**src/rtl/core/vrt_pkg.sv**
```systemverilog
`timescale 1ns / 1ps
// ----------------------------------------------------------------------------
// vrt_pkg
// Shared types and constants of the voxel ray traversal block.
// ----------------------------------------------------------------------------
package vrt_pkg;

  localparam int ORG_W   = 24;
  localparam int HEAD_W  = 18;
  localparam int MAG_W   = 18;   // |heading| reaches 2^17 for the most negative code
  localparam int MULT_W  = 17;   // distance to the next boundary, Q1.16
  localparam int DIST_W  = 32;
  localparam int LIMIT_W = 28;
  localparam int CELL_W  = 6;
  localparam int COORD_W = 8;    // widest map coordinate
  localparam int FACE_W  = 3;
  localparam int PROD_W  = MAG_W + DIST_W;
  localparam int OFF_W   = PROD_W - 16;
  localparam int HP_W    = OFF_W + 2;
  localparam int DIV_STEPS = 33;

  localparam logic [DIST_W-1:0] DIST_SAT = '1;
  localparam logic signed [HP_W-1:0] HP_MAX = HP_W'(8388607);
  localparam logic signed [HP_W-1:0] HP_MIN = -HP_W'(8388608);

  localparam logic MODE_WRITE = 1'b0;
  localparam logic MODE_CAST  = 1'b1;

  localparam logic [FACE_W-1:0] FACE_FRONT  = 3'd0;
  localparam logic [FACE_W-1:0] FACE_BACK   = 3'd1;
  localparam logic [FACE_W-1:0] FACE_LEFT   = 3'd2;
  localparam logic [FACE_W-1:0] FACE_RIGHT  = 3'd3;
  localparam logic [FACE_W-1:0] FACE_TOP    = 3'd4;
  localparam logic [FACE_W-1:0] FACE_BOTTOM = 3'd5;

  typedef struct packed {
    logic               probe;
    logic               store;
    logic               solid;
    logic [COORD_W-1:0] x;
    logic [COORD_W-1:0] y;
    logic [COORD_W-1:0] z;
  } map_req_t;

endpackage

```
**src/rtl/core/vrt_recip.sv**
```systemverilog
`timescale 1ns / 1ps
// ----------------------------------------------------------------------------
// vrt_recip
// Three restoring dividers computing 2^32 / |heading|, one bit per cycle.
// ----------------------------------------------------------------------------
module vrt_recip
  import vrt_pkg::*;
(
  input  logic              clk,
  input  logic              rst,
  input  logic              start,
  input  logic [MAG_W-1:0]  mag_in [3],
  output logic              done,
  output logic [DIST_W-1:0] delta [3]
);

  logic             running;
  logic [5:0]       cnt;
  logic [MAG_W-1:0] mag [3];
  logic [MAG_W-1:0] rem [3];
  logic [DIST_W-1:0] quo [3];   // the leading quotient bit is zero once |heading| >= 2
  logic [MAG_W-1:0] rem_next [3];
  logic             qbit [3];
  logic [MAG_W:0]   trial [3];

  always_comb begin
    for (int k = 0; k < 3; k++) begin
      trial[k] = {rem[k], (cnt == 6'd0)};
      qbit[k]  = trial[k] >= {1'b0, mag[k]};
      rem_next[k] = qbit[k] ? MAG_W'(trial[k] - {1'b0, mag[k]}) : trial[k][MAG_W-1:0];
      delta[k] = (mag[k] <= MAG_W'(1)) ? DIST_SAT : quo[k];
    end
  end

  always_ff @(posedge clk) begin
    if (rst) begin
      running <= 1'b0;
      done    <= 1'b0;
      cnt     <= '0;
    end else begin
      done <= 1'b0;
      if (start) begin
        running <= 1'b1;
        cnt     <= '0;
      end else if (running) begin
        cnt <= cnt + 6'd1;
        if (cnt == 6'(DIV_STEPS - 1)) begin
          running <= 1'b0;
          done    <= 1'b1;
        end
      end
    end
  end

  always_ff @(posedge clk) begin
    for (int k = 0; k < 3; k++) begin
      if (start) begin
        mag[k] <= mag_in[k];
        rem[k] <= '0;
        quo[k] <= '0;
      end else if (running) begin
        rem[k] <= rem_next[k];
        quo[k] <= {quo[k][DIST_W-2:0], qbit[k]};
      end
    end
  end

endmodule

```
**config.mk**
```make
export PLATFORM = sky130hd
export DESIGN_NAME = vrt_recip
export DESIGN_NICKNAME = d
export VERILOG_FILES = /design/src/rtl/core/vrt_pkg.sv /design/src/rtl/core/vrt_recip.sv
export SDC_FILE = /design/constraint.sdc
export NUM_CORES = 1
export LEC_CHECK = 0
export ABC_AREA = 1
export BUFFER_PORTS_ARGS = -buffer_cell sky130_fd_sc_hd__buf_2
export CAP_MARGIN = 0
export CELL_PAD_IN_SITES_DETAIL_PLACEMENT = 1
export CELL_PAD_IN_SITES_GLOBAL_PLACEMENT = 2
export CORE_ASPECT_RATIO = 0.8
export CORE_MARGIN = 3
export CORE_UTILIZATION = 35
export DETAILED_ROUTE_END_ITERATION = 8
export GPL_ROUTABILITY_DRIVEN = 0
export PLACE_DENSITY = 0.88
export SKIP_CTS_REPAIR_TIMING = 1
export SLEW_MARGIN = 40
export SYNTH_ARGS = -nofsm -noshare
export SYNTH_HDL_FRONTEND = slang
export SYNTH_SLANG_ARGS = --single-unit
```
**constraint.sdc**
```tcl
create_clock -name clk -period 5.35 [get_ports clk]
set_input_delay 0.535 -clock clk [delete_from_list [all_inputs] [get_ports clk]]
set_output_delay 0.535 -clock clk [all_outputs]
set_load 0.01 [all_outputs]
```
# ---- Yosys cells after proc, flatten, opt, wreduce, memory -nomap -nowiden
# Memory sizes are Yosys's and may differ from the RTL's.
# Index checks and enable logic that the tools add are counted.
dict set report word_totals {
  regBits 8
  latch_bits 0
  ram_bits 204
  mem_bits_ro 0
  out_inout_bits 97
  word_cells 48
  mem_count 3
}
# name words word_bits rd rd_ports_with_merged_regs write_ports line
set mem_list {}
lappend mem_list {quo 3 32 3 0 3 vrt_recip.sv:21} ;# logic [DIST_W-1:0] quo [3];
lappend mem_list {mag 3 18 3 0 3 vrt_recip.sv:19} ;# logic [MAG_W-1:0] mag [3];
lappend mem_list {rem 3 18 3 0 3 vrt_recip.sv:20} ;# logic [MAG_W-1:0] rem [3];
dict set report op_classes {
  n_addsub 4
  n_mul 0
  div_mod_pow 0
  order_cmp 6
  eq_ne 1
  shift 0
  n_mux 21
  bitwise 7
  reduce_logical 3
}
# operator n
set ops {}
lappend ops {{$mux 32} 6}
lappend ops {{$mux 18} 6}
lappend ops {{$ge 19x18->1} 3}
lappend ops {{$le 18x1->1 const B} 3}
lappend ops {{$sub 18x18->18} 3}
lappend ops {{$mux 1} 9}
lappend ops {{$add 6x1->6 const B} 1}
lappend ops {{$eq 6x6->1 const B} 1}
lappend ops {{$logic_not 6->1} 1}
lappend ops {{$or 1x1->1} 6}
lappend ops {{$reduce_or 3->1} 1}
lappend ops {{$reduce_or 2->1} 1}
lappend ops {{$not 1->1} 1}

# ---- Longest topological paths before layout
# Gate-level depths: netlist of run 1.
dict set report logic_depth {
  ltp_word 4
  ltp_mapped 19
  mapped_depth_nobuf 19
}

# ---- Worst setup path before layout of run 1
# No wires, ideal clock.
dict set report synth_timing {
  path_kind {input to register}
  start {input start}
  end {memory quo[0][0], enable pin}
  setup_time_ns 1.260
  t_arrival_ns 3.010
  path_slack_ns 1.080
  stages 2
  n_path_buf 0
  path_cell_list {inv_1 nand2_1}
}
# element line
set synth_lines {}
lappend synth_lines {{start, declared} vrt_recip.sv:11} ;# input logic start,
lappend synth_lines {{end, declared} vrt_recip.sv:21}

==> results of run 1 <==
[power breakdown]
part / internal, mW / leakage [nW] / switching [mW]
clock network: 1.07 / 0.404 / 0.691
logic: 0.352 / 4.96 / 0.727
registers: 1.97 / 2.21 / 0.0653
total: 3.38 / 7.58 / 1.48
[per-layer routing]
metal | up-vias | part of all wire [%] | wire [um]
met5 | - | 0 | 0
met4 | 0 | 2.0 | 703
met3 | 42 | 3.4 | 1183
met2 | 153 | 45 | 15530
met1 | 5036 | 50 | 17470
li1 | 5249 | - | -
[per-stage QoR]
step | instance area, sq um | cells | util (%) | power [mW] | hold slack [ns]
floorplan | 12560 | 1586 | - | 2.822 | 0.4444
detailed placement | 13800 | 2183 | 39.39 | 3.147 | 0.4796
finish | 14660 | 2227 | 41.85 | 4.868 | 0.1665
global route | 14660 | 2227 | 41.85 | 5.163 | 0.1399
global placement | 13790 | 2183 | 39.37 | 3.115 | 0.4647
CTS | 14630 | 2227 | 41.76 | 4.943 | 0.1310
[state kept, by name, indices dropped and copies added (netlist names)]
| register | count |
|---|---|
| done | 1 |
| mag | 54 |
| cnt | 6 |
| running | 1 |
| rem | 54 |
| quo | 96 |
[critical path, cell delays in order (launching register included)]
cell                      delay, ns
sky130_fd_sc_hd__dfxtp_1       0.33
sky130_fd_sc_hd__inv_1         0.08
sky130_fd_sc_hd__ha_1          0.17
sky130_fd_sc_hd__nand2_1       0.05
sky130_fd_sc_hd__nor3_1        0.40
sky130_fd_sc_hd__inv_1         0.21
sky130_fd_sc_hd__ha_1          0.28
sky130_fd_sc_hd__fa_1          0.42
sky130_fd_sc_hd__inv_1         0.09
sky130_fd_sc_hd__nand3_1       0.07
sky130_fd_sc_hd__nand2_1       0.13
sky130_fd_sc_hd__nand2_1       0.06
sky130_fd_sc_hd__nand2_1       0.20
sky130_fd_sc_hd__nand2_1       0.10
sky130_fd_sc_hd__nand2_1       0.07
sky130_fd_sc_hd__nand2_1       0.05
sky130_fd_sc_hd__nand2_1       0.06
sky130_fd_sc_hd__nand2_1       0.05
sky130_fd_sc_hd__nand2_1       0.07
sky130_fd_sc_hd__nor2_1        0.04
[synthesized netlist by cell type]
| cell type | count | area (sq um) |
|---|---|---|
| sky130_fd_sc_hd__nand2_1 | 526 | 1974 |
| sky130_fd_sc_hd__inv_1 | 312 | 1171 |
| sky130_fd_sc_hd__edfxtp_1 | 204 | 6126 |
| sky130_fd_sc_hd__nor2_1 | 202 | 758.2 |
| sky130_fd_sc_hd__a21oi_1 | 65 | 325.3 |
| sky130_fd_sc_hd__nand3_1 | 59 | 295.3 |
| sky130_fd_sc_hd__ha_1 | 56 | 700.7 |
| sky130_fd_sc_hd__nor3_1 | 23 | 115.1 |
| sky130_fd_sc_hd__clkbuf_1 | 22 | 82.58 |
| sky130_fd_sc_hd__xor2_1 | 20 | 175.2 |
| sky130_fd_sc_hd__nand3b_1 | 19 | 142.6 |
| sky130_fd_sc_hd__nand4_1 | 16 | 100.1 |
| sky130_fd_sc_hd__dfxtp_1 | 8 | 160.2 |
| sky130_fd_sc_hd__nor4_1 | 7 | 43.79 |
| sky130_fd_sc_hd__buf_2 | 6 | 30.03 |
| sky130_fd_sc_hd__nand2_2 | 5 | 31.28 |
| sky130_fd_sc_hd__o21ai_0 | 5 | 25.02 |
| sky130_fd_sc_hd__o21bai_1 | 5 | 37.54 |
| sky130_fd_sc_hd__buf_4 | 4 | 30.03 |
| sky130_fd_sc_hd__buf_6 | 4 | 45.04 |
| sky130_fd_sc_hd__nor2_2 | 4 | 25.02 |
| sky130_fd_sc_hd__and2_1 | 3 | 18.77 |
| sky130_fd_sc_hd__fa_1 | 3 | 60.06 |
| sky130_fd_sc_hd__nand4_2 | 3 | 37.54 |
| sky130_fd_sc_hd__xnor2_1 | 2 | 17.52 |
| sky130_fd_sc_hd__a31oi_2 | 1 | 12.51 |
| sky130_fd_sc_hd__buf_8 | 1 | 15.01 |
| sky130_fd_sc_hd__inv_2 | 1 | 3.750 |
[worst paths after layout]
check	end	slack [ns]	startpoint	cells past startpoint
worst min-delay path	mag[0][9]$_DFFE_PP_	0.17	mag_in[45]	1
worst max-delay path	rem[1][16]$_SDFFCE_PN0P_	2.14	cnt[0]$_SDFFE_PP0P_	19
worst max register to register	rem[1][16]$_SDFFCE_PN0P_	2.14	cnt[0]$_SDFFE_PP0P_	19
worst min register to register	cnt[5]$_SDFFE_PP0P_	0.49	cnt[5]$_SDFFE_PP0P_	1
[cells by family after synthesis]
kind of cell | Yosys count | share of synthesized area (%)
AND/OR/NAND/NOR | 867 | 28.20
buffers and inverters | 350 | 10.97
flip-flops | 212 | 50.05
AO/OA/AOI/OAI | 76 | 3.188
adder cells (fa/ha/maj) | 59 | 6.057
XOR/XNOR | 22 | 1.534
[area by class of cell]
cell class / count / area (sq um)
fillers: 4287 / 20370
clock buffers: 28 / 615.6
multi-input cells: 1024 / 4938
clock inverters: 16 / 214.0
repair buffers: 162 / 837.1
well taps: 472 / 590.6
inverters: 313 / 1180
flip-flops and latches: 212 / 6286
==> results.rst, run 1 <==
.. list-table::
   :header-rows: 1

   * - Metric
     - Value
   * - Number of buffers added on ports
     - 153
   * - Element type at the critical path start
     - flip-flop
   * - Clock buffer depth
     - 3
   * - Relative max-transition margin
     - 45.65%
   * - Worst path arrival time
     - 3.49 ns
   * - Area of the placeable core
     - 35,030 sq um
   * - Worst Skew
     - 0.02143 ns
   * - Count of mapped cells out of synthesis
     - 1,586
   * - Via count of the first global-routing pass
     - 10,709
   * - Summed instance area of the synthesized netlist
     - 12,560 sq um
   * - Vias after detailed routing
     - 10,480
   * - Y dimension of the die
     - 175.4 um
   * - Clock sink count
     - 212
   * - X dimension of the die
     - 217.8 um
   * - Fraction of final layout cells with drive strength greater than 1
     - 12.14%
   * - Vias per Instance
     - 4.706
   * - Pre-antenna DRT Iters
     - 5
   * - Total Die Area
     - 38,210 sq um
   * - Setup-violating endpoint count in the final report
     - 0
   * - Final cycle utilization of the critical path
     - 59.97%
   * - Count of distinct cell types in the synthesized netlist
     - 28
   * - Largest net degree at the start of global routing
     - 75
   * - Register bit count reported by yosys
     - 212
   * - Hold Violations, Final
     - 0
   * - Classification of the worst-slack hold path
     - primary input to flip-flop
   * - Wire length of the first global-routing pass
     - 55,930 um
   * - Total gr overflow
     - 0
   * - CTS H-tree depth
     - 1
   * - Share of synthesized area occupied by flip-flops and latches
     - 50.05%
   * - # rows
     - 61
   * - Max-slew violation count
     - 0
   * - Setup repair after global routing missed its margin
     - false
   * - Maximum clock frequency
     - 0.3117 GHz
   * - Run status
     - complete, no violations
   * - Insertion delay to the later sink of the worst-skew pair
     - 0.54 ns
   * - DRT antenna net count
     - 0
   * - Commonest non-fill, non-tap cells in the layout
     - sky130_fd_sc_hd__nand2_1 (525), sky130_fd_sc_hd__inv_1 (312), sky130_fd_sc_hd__edfxtp_1 (204)
   * - PnR worst setup slack
     - 2.142 ns
   * - CTS tree
     - done
   * - Number of top-level design ports
     - 154
   * - Initial antenna violation count
     - 0
   * - Power density over cell area
     - 332.0 nW/um^2
   * - Pre-CTS WS
     - 1.932 ns
   * - Number of nets in the synthesized netlist
     - 1,702
   * - Drt total wl
     - 34,890 um
   * - Count of synthesis-stage warnings from yosys
     - 0
   * - Detailed Route Iter0 Violations
     - 558
   * - Reported leakage power
     - 7.581 nW
   * - Number of DRC violations after detailed routing
     - 0
   * - Global-route track usage on met1
     - 25.78%
   * - Worst-case vdd ir drop
     - 0.2607 mV
   * - Routed wire per std cell
     - 15.67 um
   * - Clk pin slew, worst setup/hold paths
     - 0.07 ns
   * - DPL Wire Length
     - 25,630 um
   * - Setup Crit Path Kind
     - flip-flop to flip-flop
   * - Clock root cell
     - sky130_fd_sc_hd__clkbuf_16
   * - GR Layer Usage met3
     - 2.594%
   * - Required time of the worst setup path
     - 5.63 ns
   * - Max FO, Critical Path
     - 4
   * - Total clock buffers created by CTS
     - 24
   * - Type of element capturing the critical path
     - flip-flop
   * - Most frequent standard cell in the layout excluding fill and tap cells
     - sky130_fd_sc_hd__nand2_1
   * - Mean cell area of the mapped netlist
     - 7.919 sq um
   * - Most used routing layer
     - met2
   * - Accumulated negative setup slack
     - 0 ns
   * - Slew @ Worst Pin
     - 0.8153 ns
   * - Antenna diode instance count
     - 0
   * - Total routing usage reported by global routing
     - 18.09%
   * - Nets
     - 1,853
   * - Effective utilization at floorplan
     - 35.85%
   * - P&R area growth vs syn
     - 16.74%
   * - Post-layout min period
     - 3.208 ns
   * - Met2 Use GR
     - 29.47%
   * - Max-cap viol count
     - 0
Note: power is estimated with default switching activity, not from simulation.
==> run 2: changes to the inputs <==
- CORE_UTILIZATION: 35 -> 31
- PLACE_DENSITY: 0.88 -> 0.83
- clock period: 5.35 -> 2.9 ns (I/O delays scaled with it)
==> run 2 against run 1 <==
Net effect:
- wire length grew 5.4%
- largest power group unchanged
- count of clock-buffer cells in the layout rose by 3
- critical path depth down 12
- critical path type is now flip-flop to output port
- via count rose by 1.9%
- clock skew fell by 0.0087 ns
- utilization fell by 2.8 points
- hold slack gained 0.11 ns
- sequential cell count is the same
==> results.rst, run 2 (same netlist as run 1, synthesis figures left out) <==
.. list-table::
   :header-rows: 1

   * - Metric
     - Value
   * - Run status
     - complete, no violations
   * - Slew @ Worst Pin
     - 0.7864 ns
   * - CTS tree
     - done
   * - Path depth of the worst reg2reg path
     - 19
   * - Relative max-transition margin
     - 47.57%
   * - Type of element capturing the critical path
     - output port
   * - Setup-violating endpoint count in the final report
     - 0
   * - Initial antenna violation count
     - 0
   * - P&R area growth vs syn
     - 23.33%
   * - Vias per Instance
     - 4.517
   * - Worst Skew
     - 0.01277 ns
   * - DPL Wire Length
     - 27,350 um
   * - Register-to-register path setup slack
     - 0.26 ns
   * - DRT antenna net count
     - 0
   * - Classification of the worst-slack hold path
     - primary input to flip-flop
   * - Maximum clock frequency
     - 0.3748 GHz
   * - Clock root cell
     - sky130_fd_sc_hd__clkbuf_16
   * - Via count of the first global-routing pass
     - 10,933
   * - Number of non-filler instances in the completed layout
     - 2,364
   * - X dimension of the die
     - 231.0 um
   * - Footprint of the multi-input gates
     - 4947 sq um
   * - Accumulated negative setup slack
     - 0 ns
   * - Reg-to-Reg Start
     - cnt[0]$_SDFFE_PP0P_
   * - Total clock buffers created by CTS
     - 26
   * - Max-slew violation count
     - 0
   * - Setup repair after global routing missed its margin
     - true
   * - Fillers
     - 4,842
   * - Routed wire per std cell
     - 15.56 um
   * - Most frequent standard cell in the layout excluding fill and tap cells
     - sky130_fd_sc_hd__nand2_1
   * - Clock sink count
     - 212
   * - Insertion delay to the later sink of the worst-skew pair
     - 0.54 ns
   * - Worst Hold Depth
     - 1
   * - Max FO, Critical Path
     - 32
   * - Antenna diode instance count
     - 0
   * - Total area of sequential cells
     - 6286 sq um
   * - Clock buffer depth
     - 3
   * - Largest registers ranked by flip-flop count
     - quo x96, mag x54, rem x54
   * - Wire length of the first global-routing pass
     - 58,170 um
   * - Cell area after layout
     - 15,490 sq um
   * - Launch instance of the worst min-delay path
     - start
   * - Largest net degree at the start of global routing
     - 69
   * - Pre-antenna DRT Iters
     - 4
   * - Element type at the critical path start
     - flip-flop
   * - Number of cells in the design after placement
     - 2,263
   * - # rows
     - 65
   * - Detailed Route Iter0 Violations
     - 538
   * - Total Die Area
     - 42,980 sq um
   * - Power density over cell area
     - 592.5 nW/um^2
   * - Total chip power
     - 9.178 mW
   * - Sink of the worst hold path
     - mag[0][36]$_DFFE_PP_
   * - Reg with most FFs
     - quo
   * - Fraction of final layout cells with drive strength greater than 1
     - 13.35%
   * - Total routing usage reported by global routing
     - 16.80%
   * - Hold Violations, Final
     - 0
   * - Nets
     - 1,926
   * - Required time of the worst setup path
     - 2.61 ns
   * - Number of buffers added on ports
     - 153
   * - Max-cap viol count
     - 0
   * - Clk pin slew, worst setup/hold paths
     - 0.06 ns
   * - Commonest non-fill, non-tap cells in the layout
     - sky130_fd_sc_hd__nand2_1 (521), sky130_fd_sc_hd__inv_1 (310), sky130_fd_sc_hd__edfxtp_1 (204)
   * - Worst r2r dst
     - rem[1][16]$_SDFFCE_PN0P_
   * - Area of placed instances
     - 14,060 sq um
   * - Drt total wl
     - 36,790 um
   * - Effective utilization at floorplan
     - 31.65%
   * - CTS H-tree depth
     - 1
   * - Number of flip-flops in the largest register
     - 96
   * - Number of DRC violations after detailed routing
     - 0
   * - Y dimension of the die
     - 186.0 um
   * - Setup Crit Path Kind
     - flip-flop to output port
   * - Worst path arrival time
     - 2.38 ns
   * - Worst-case vdd ir drop
     - 0.3994 mV
   * - Total gr overflow
     - 0
   * - Post-layout min period
     - 2.668 ns
   * - Reported leakage power
     - 7.915 nW
   * - Final cycle utilization of the critical path
     - 92.01%
   * - Vias after detailed routing
     - 10,678
   * - Hold WS
     - 0.2776 ns
   * - Area of the placeable core
     - 39,690 sq um
   * - Number of top-level design ports
     - 154
==> run 2: changes by cell type in the layout (fill, tap and decap cells not counted), moves of 3 or more <==
cell	previous run	this run
sky130_fd_sc_hd__nand2_2	5	8
sky130_fd_sc_hd__fa_1	3	0
sky130_fd_sc_hd__dlygate4sd3_1	0	55
sky130_fd_sc_hd__clkbuf_16	24	27
sky130_fd_sc_hd__fa_2	0	3
sky130_fd_sc_hd__nand2_1	525	521
sky130_fd_sc_hd__ha_1	56	53
sky130_fd_sc_hd__buf_4	8	20
sky130_fd_sc_hd__buf_12	0	5
sky130_fd_sc_hd__ha_2	0	3
==> run 2: worst max-delay path, cell delays in order (launching register included) <==
cell and delay (ns):
sky130_fd_sc_hd__edfxtp_1 0.36, sky130_fd_sc_hd__inv_1 0.12, sky130_fd_sc_hd__nand4_1 0.13, sky130_fd_sc_hd__nor3_1 0.40
sky130_fd_sc_hd__nand4_1 0.23, sky130_fd_sc_hd__buf_4 0.30, sky130_fd_sc_hd__nand2_1 0.14, sky130_fd_sc_hd__buf_2 0.14
==> run 2: metrics by stage <==
stage,util (%),worst slack (ns)
finish,39.03,0.2317
global route,39.03,-0.03219
CTS,37.55,0.01256
detailed placement,35.43,0.03465
global placement,35.43,0.1616
floorplan,-,0.1810
==> run 2: how the worst max path moves through the flow <==
stage	from	to	slack (ns)	depth (start not counted)
global placement	cnt[0]$_SDFFE_PP0P_	rem[1][16]$_SDFFCE_PN0P_	0.16	19
CTS	cnt[0]$_SDFFE_PP0P_	rem[1][16]$_SDFFCE_PN0P_	0.01	19
global route	cnt[0]$_SDFFE_PP0P_	rem[0][16]$_SDFFCE_PN0P_	-0.03	19
floorplan	running$_SDFF_PP0_	quo[0][0]$_SDFFCE_PN0P_	0.18	2
detailed placement	cnt[0]$_SDFFE_PP0P_	rem[1][16]$_SDFFCE_PN0P_	0.03	19
finish	mag[0][20]$_DFFE_PP_	delta[58]	0.23	7
==> run 2: cell type report <==
type,instances,share of cell area (%)
flip-flops and latches,212,40.58
repair buffers,233,10.11
multi-input cells,1024,31.94
clock buffers,31,4.459
well taps,536,4.330
inverters,313,7.601
clock inverters,15,0.9774
==> run 2: metal layers <==
layer  global-route usage, %  share of wire, %
met5                       0                 0
met4                   2.998               1.5
met2                   27.49                45
met3                   2.417               3.9
met1                   24.00                50
==> run 2: power breakdown <==
part           leakage [nW]  internal [mW]  switching, mW  total [mW]
clock network         0.414           1.95           1.33        3.29
registers              2.21           3.63          0.123        3.75
logic                  5.29          0.756           1.38        2.14
total                  7.92           6.34           2.84        9.18
==> run 3: changes to the inputs <==
==> constraint.sdc (replaced) <==
create_clock -name clk -period 2.9 [get_ports clk]
set_input_delay 0.435 -clock clk [delete_from_list [all_inputs] [get_ports clk]]
set_output_delay 0.435 -clock clk [all_outputs]
set_load 0.01 [all_outputs]
==> run 3 against run 2 <==
Net effect:
- sequential power hardly changed
- critical endpoint is now rem[1][12]$_SDFFCE_PN0P_
- hold slack worse by 0.22 ns
- non-clock buffer count decreased by 56
- design area is 3.4% lower
- register-to-register slack got worse by 0.04 ns
==> results.rst, run 3 (same netlist as run 1, synthesis figures left out) <==
.. list-table::
   :header-rows: 1

   * - Metric
     - Value
   * - Setup-violating endpoint count in the final report
     - 0
   * - Number of buffers added on ports
     - 153
   * - Worst r2r dst
     - rem[1][12]$_SDFFCE_PN0P_
   * - Number of buffers and inverters on the critical path
     - 3
   * - Worst Skew
     - 0.01150 ns
   * - Clock power frac
     - 36.4%
   * - Footprint of the multi-input gates
     - 4930 sq um
   * - Total Die Area
     - 42,980 sq um
   * - Number of flip-flops in the largest register
     - 96
   * - Required time of the worst setup path
     - 3.20 ns
   * - P&R area growth vs syn
     - 19.14%
   * - Hold Violations, Final
     - 0
   * - Detailed Route Iter0 Violations
     - 514
   * - Clk pin slew, worst setup/hold paths
     - 0.06 ns
   * - Worst Setup SP
     - cnt[1]$_SDFFE_PP0P_
   * - Element type at the critical path start
     - flip-flop
   * - Total number of cells along the worst setup path
     - 19
   * - Number of non-filler instances in the completed layout
     - 2,311
   * - Most numerous cell on the critical path
     - sky130_fd_sc_hd__nand2_1
   * - Sequential share of power
     - 40.9%
   * - Number of cells in the design after placement
     - 2,262
   * - Switching pwr
     - 2.861 mW
   * - Routed wire per std cell
     - 15.66 um
   * - Slowest CP cell
     - sky130_fd_sc_hd__fa_1
   * - Wire length of the first global-routing pass
     - 57,840 um
   * - Total chip power
     - 9.165 mW
   * - Clock sink count
     - 212
   * - Delay of the slowest cell on the worst path
     - 0.41 ns
   * - Classification of the worst-slack hold path
     - primary input to flip-flop
   * - Reg with most FFs
     - quo
   * - Reg-to-Reg Start
     - cnt[1]$_SDFFE_PP0P_
   * - Hold WS
     - 0.05680 ns
   * - Core Util, Final
     - 37.70%
   * - Max-slew violation count
     - 0
   * - Commonest non-fill, non-tap cells in the layout
     - sky130_fd_sc_hd__nand2_1 (522), sky130_fd_sc_hd__inv_1 (311), sky130_fd_sc_hd__edfxtp_1 (204)
   * - Largest net degree at the start of global routing
     - 57
   * - Power density over cell area
     - 612.5 nW/um^2
   * - Clock root cell
     - sky130_fd_sc_hd__clkbuf_16
   * - Cell area after layout
     - 14,960 sq um
   * - X dimension of the die
     - 231.0 um
   * - CTS tree
     - done
   * - Max-cap viol count
     - 0
   * - Setup repair after global routing missed its margin
     - true
   * - Nets
     - 1,871
   * - Area of the placeable core
     - 39,690 sq um
   * - Number of top-level design ports
     - 154
   * - Area of placed instances
     - 14,080 sq um
   * - Largest registers ranked by flip-flop count
     - quo x96, mag x54, rem x54
   * - PnR worst setup slack
     - 0.2173 ns
   * - Clock buffer depth
     - 3
   * - Type of element capturing the critical path
     - flip-flop
   * - # rows
     - 65
   * - Number of DRC violations after detailed routing
     - 0
   * - Total area of sequential cells
     - 6286 sq um
   * - Accumulated negative setup slack
     - 0 ns
   * - Slew @ Worst Pin
     - 0.7295 ns
   * - Worst-case vdd ir drop
     - 0.4268 mV
   * - Path depth of the worst reg2reg path
     - 19
   * - Max FO, Critical Path
     - 3
   * - Antenna diode instance count
     - 0
   * - Initial antenna violation count
     - 0
   * - Effective utilization at floorplan
     - 31.65%
   * - Vias after detailed routing
     - 10,500
   * - Register-to-register path setup slack
     - 0.22 ns
   * - Relative max-transition margin
     - 51.37%
   * - Combinational share of power
     - 22.7%
   * - Cell type group with the largest total delay on the critical path
     - simple AND/OR/NAND/NOR gates
   * - CTS H-tree depth
     - 1
   * - Total clock buffers created by CTS
     - 27
   * - DPL Wire Length
     - 27,300 um
   * - Y dimension of the die
     - 186.0 um
   * - Run status
     - complete, no violations
   * - Vias per Instance
     - 4.543
   * - Drt total wl
     - 36,200 um
   * - Final cycle utilization of the critical path
     - 92.51%
   * - Insertion delay to the later sink of the worst-skew pair
     - 0.55 ns
   * - Post-layout min period
     - 2.683 ns
   * - Setup Crit Path Kind
     - flip-flop to flip-flop
   * - Internal power summed over all cells
     - 6.305 mW
   * - Critical Path, Cell by Cell
     - inv_1 > ha_1 > nand2_1 > nor3_2 > inv_2 > ha_1 > fa_1 > inv_1 > nand3_1 > nand2_1 > nand2_1 > nand2_2 > nand2_1 > nand2_1 > nand2_1 > nand2_1 > nand2_1 > nand2_1 > nor2_1
   * - Fraction of final layout cells with drive strength greater than 1
     - 13.35%
   * - Fillers
     - 4,937
   * - Via count of the first global-routing pass
     - 10,998
   * - Total routing usage reported by global routing
     - 16.73%
   * - Pre-antenna DRT Iters
     - 5
   * - Worst path arrival time
     - 2.98 ns
   * - Maximum clock frequency
     - 0.3728 GHz
   * - DRT antenna net count
     - 0
   * - Most frequent standard cell in the layout excluding fill and tap cells
     - sky130_fd_sc_hd__nand2_1
   * - Switching fraction of total power
     - 31.21%
   * - Pre-CTS WS
     - 0.05921 ns
   * - Capture point of the worst path
     - rem[1][12]$_SDFFCE_PN0P_
   * - Reported leakage power
     - 7.687 nW
   * - Total gr overflow
     - 0
==> run 3: metal layers <==
layer | vias to the layer above | GRT usage (%) | wire, um
met4 | 0 | 2.899 | 582
met5 | - | 0 | 0
met1 | 5048 | 23.60 | 17970
li1 | 5276 | - | -
met3 | 35 | 2.739 | 1328
met2 | 141 | 27.55 | 16320
==> run 3: cell type report <==
cell class,count,area share [%]
Clock inverter,18,1.171
Inverter,313,7.869
Clock buffer,31,4.616
Sequential cell,212,42.01
Multi-Input combinational cell,1024,32.95
Tap cell,536,4.482
Timing Repair Buffer,177,6.907
==> run 3: worst min-delay path by stage <==
stage,startpoint,to,slack [ns],cells past startpoint
final,mag_in[37],mag[0][1]$_DFFE_PP_,0.06,1
after global placement,cnt[0]$_SDFFE_PP0P_,cnt[0]$_SDFFE_PP0P_,0.47,1
after global routing,mag_in[46],mag[0][10]$_DFFE_PP_,0.02,1
after CTS,mag_in[37],mag[0][1]$_DFFE_PP_,0.02,1
after floorplan,cnt[5]$_SDFFE_PP0P_,cnt[5]$_SDFFE_PP0P_,0.44,1
after detailed placement,cnt[5]$_SDFFE_PP0P_,cnt[5]$_SDFFE_PP0P_,0.49,1
==> run 3: power groups by stage <==
stage,combinational [mW],clock [mW],sequential [mW]
after global routing,2.39,3.57,3.78
after floorplan,1.43,0,3.77
after CTS,2.10,3.46,3.75
final,2.08,3.34,3.75
after detailed placement,2.08,0,3.81
after global placement,2.06,0,3.80
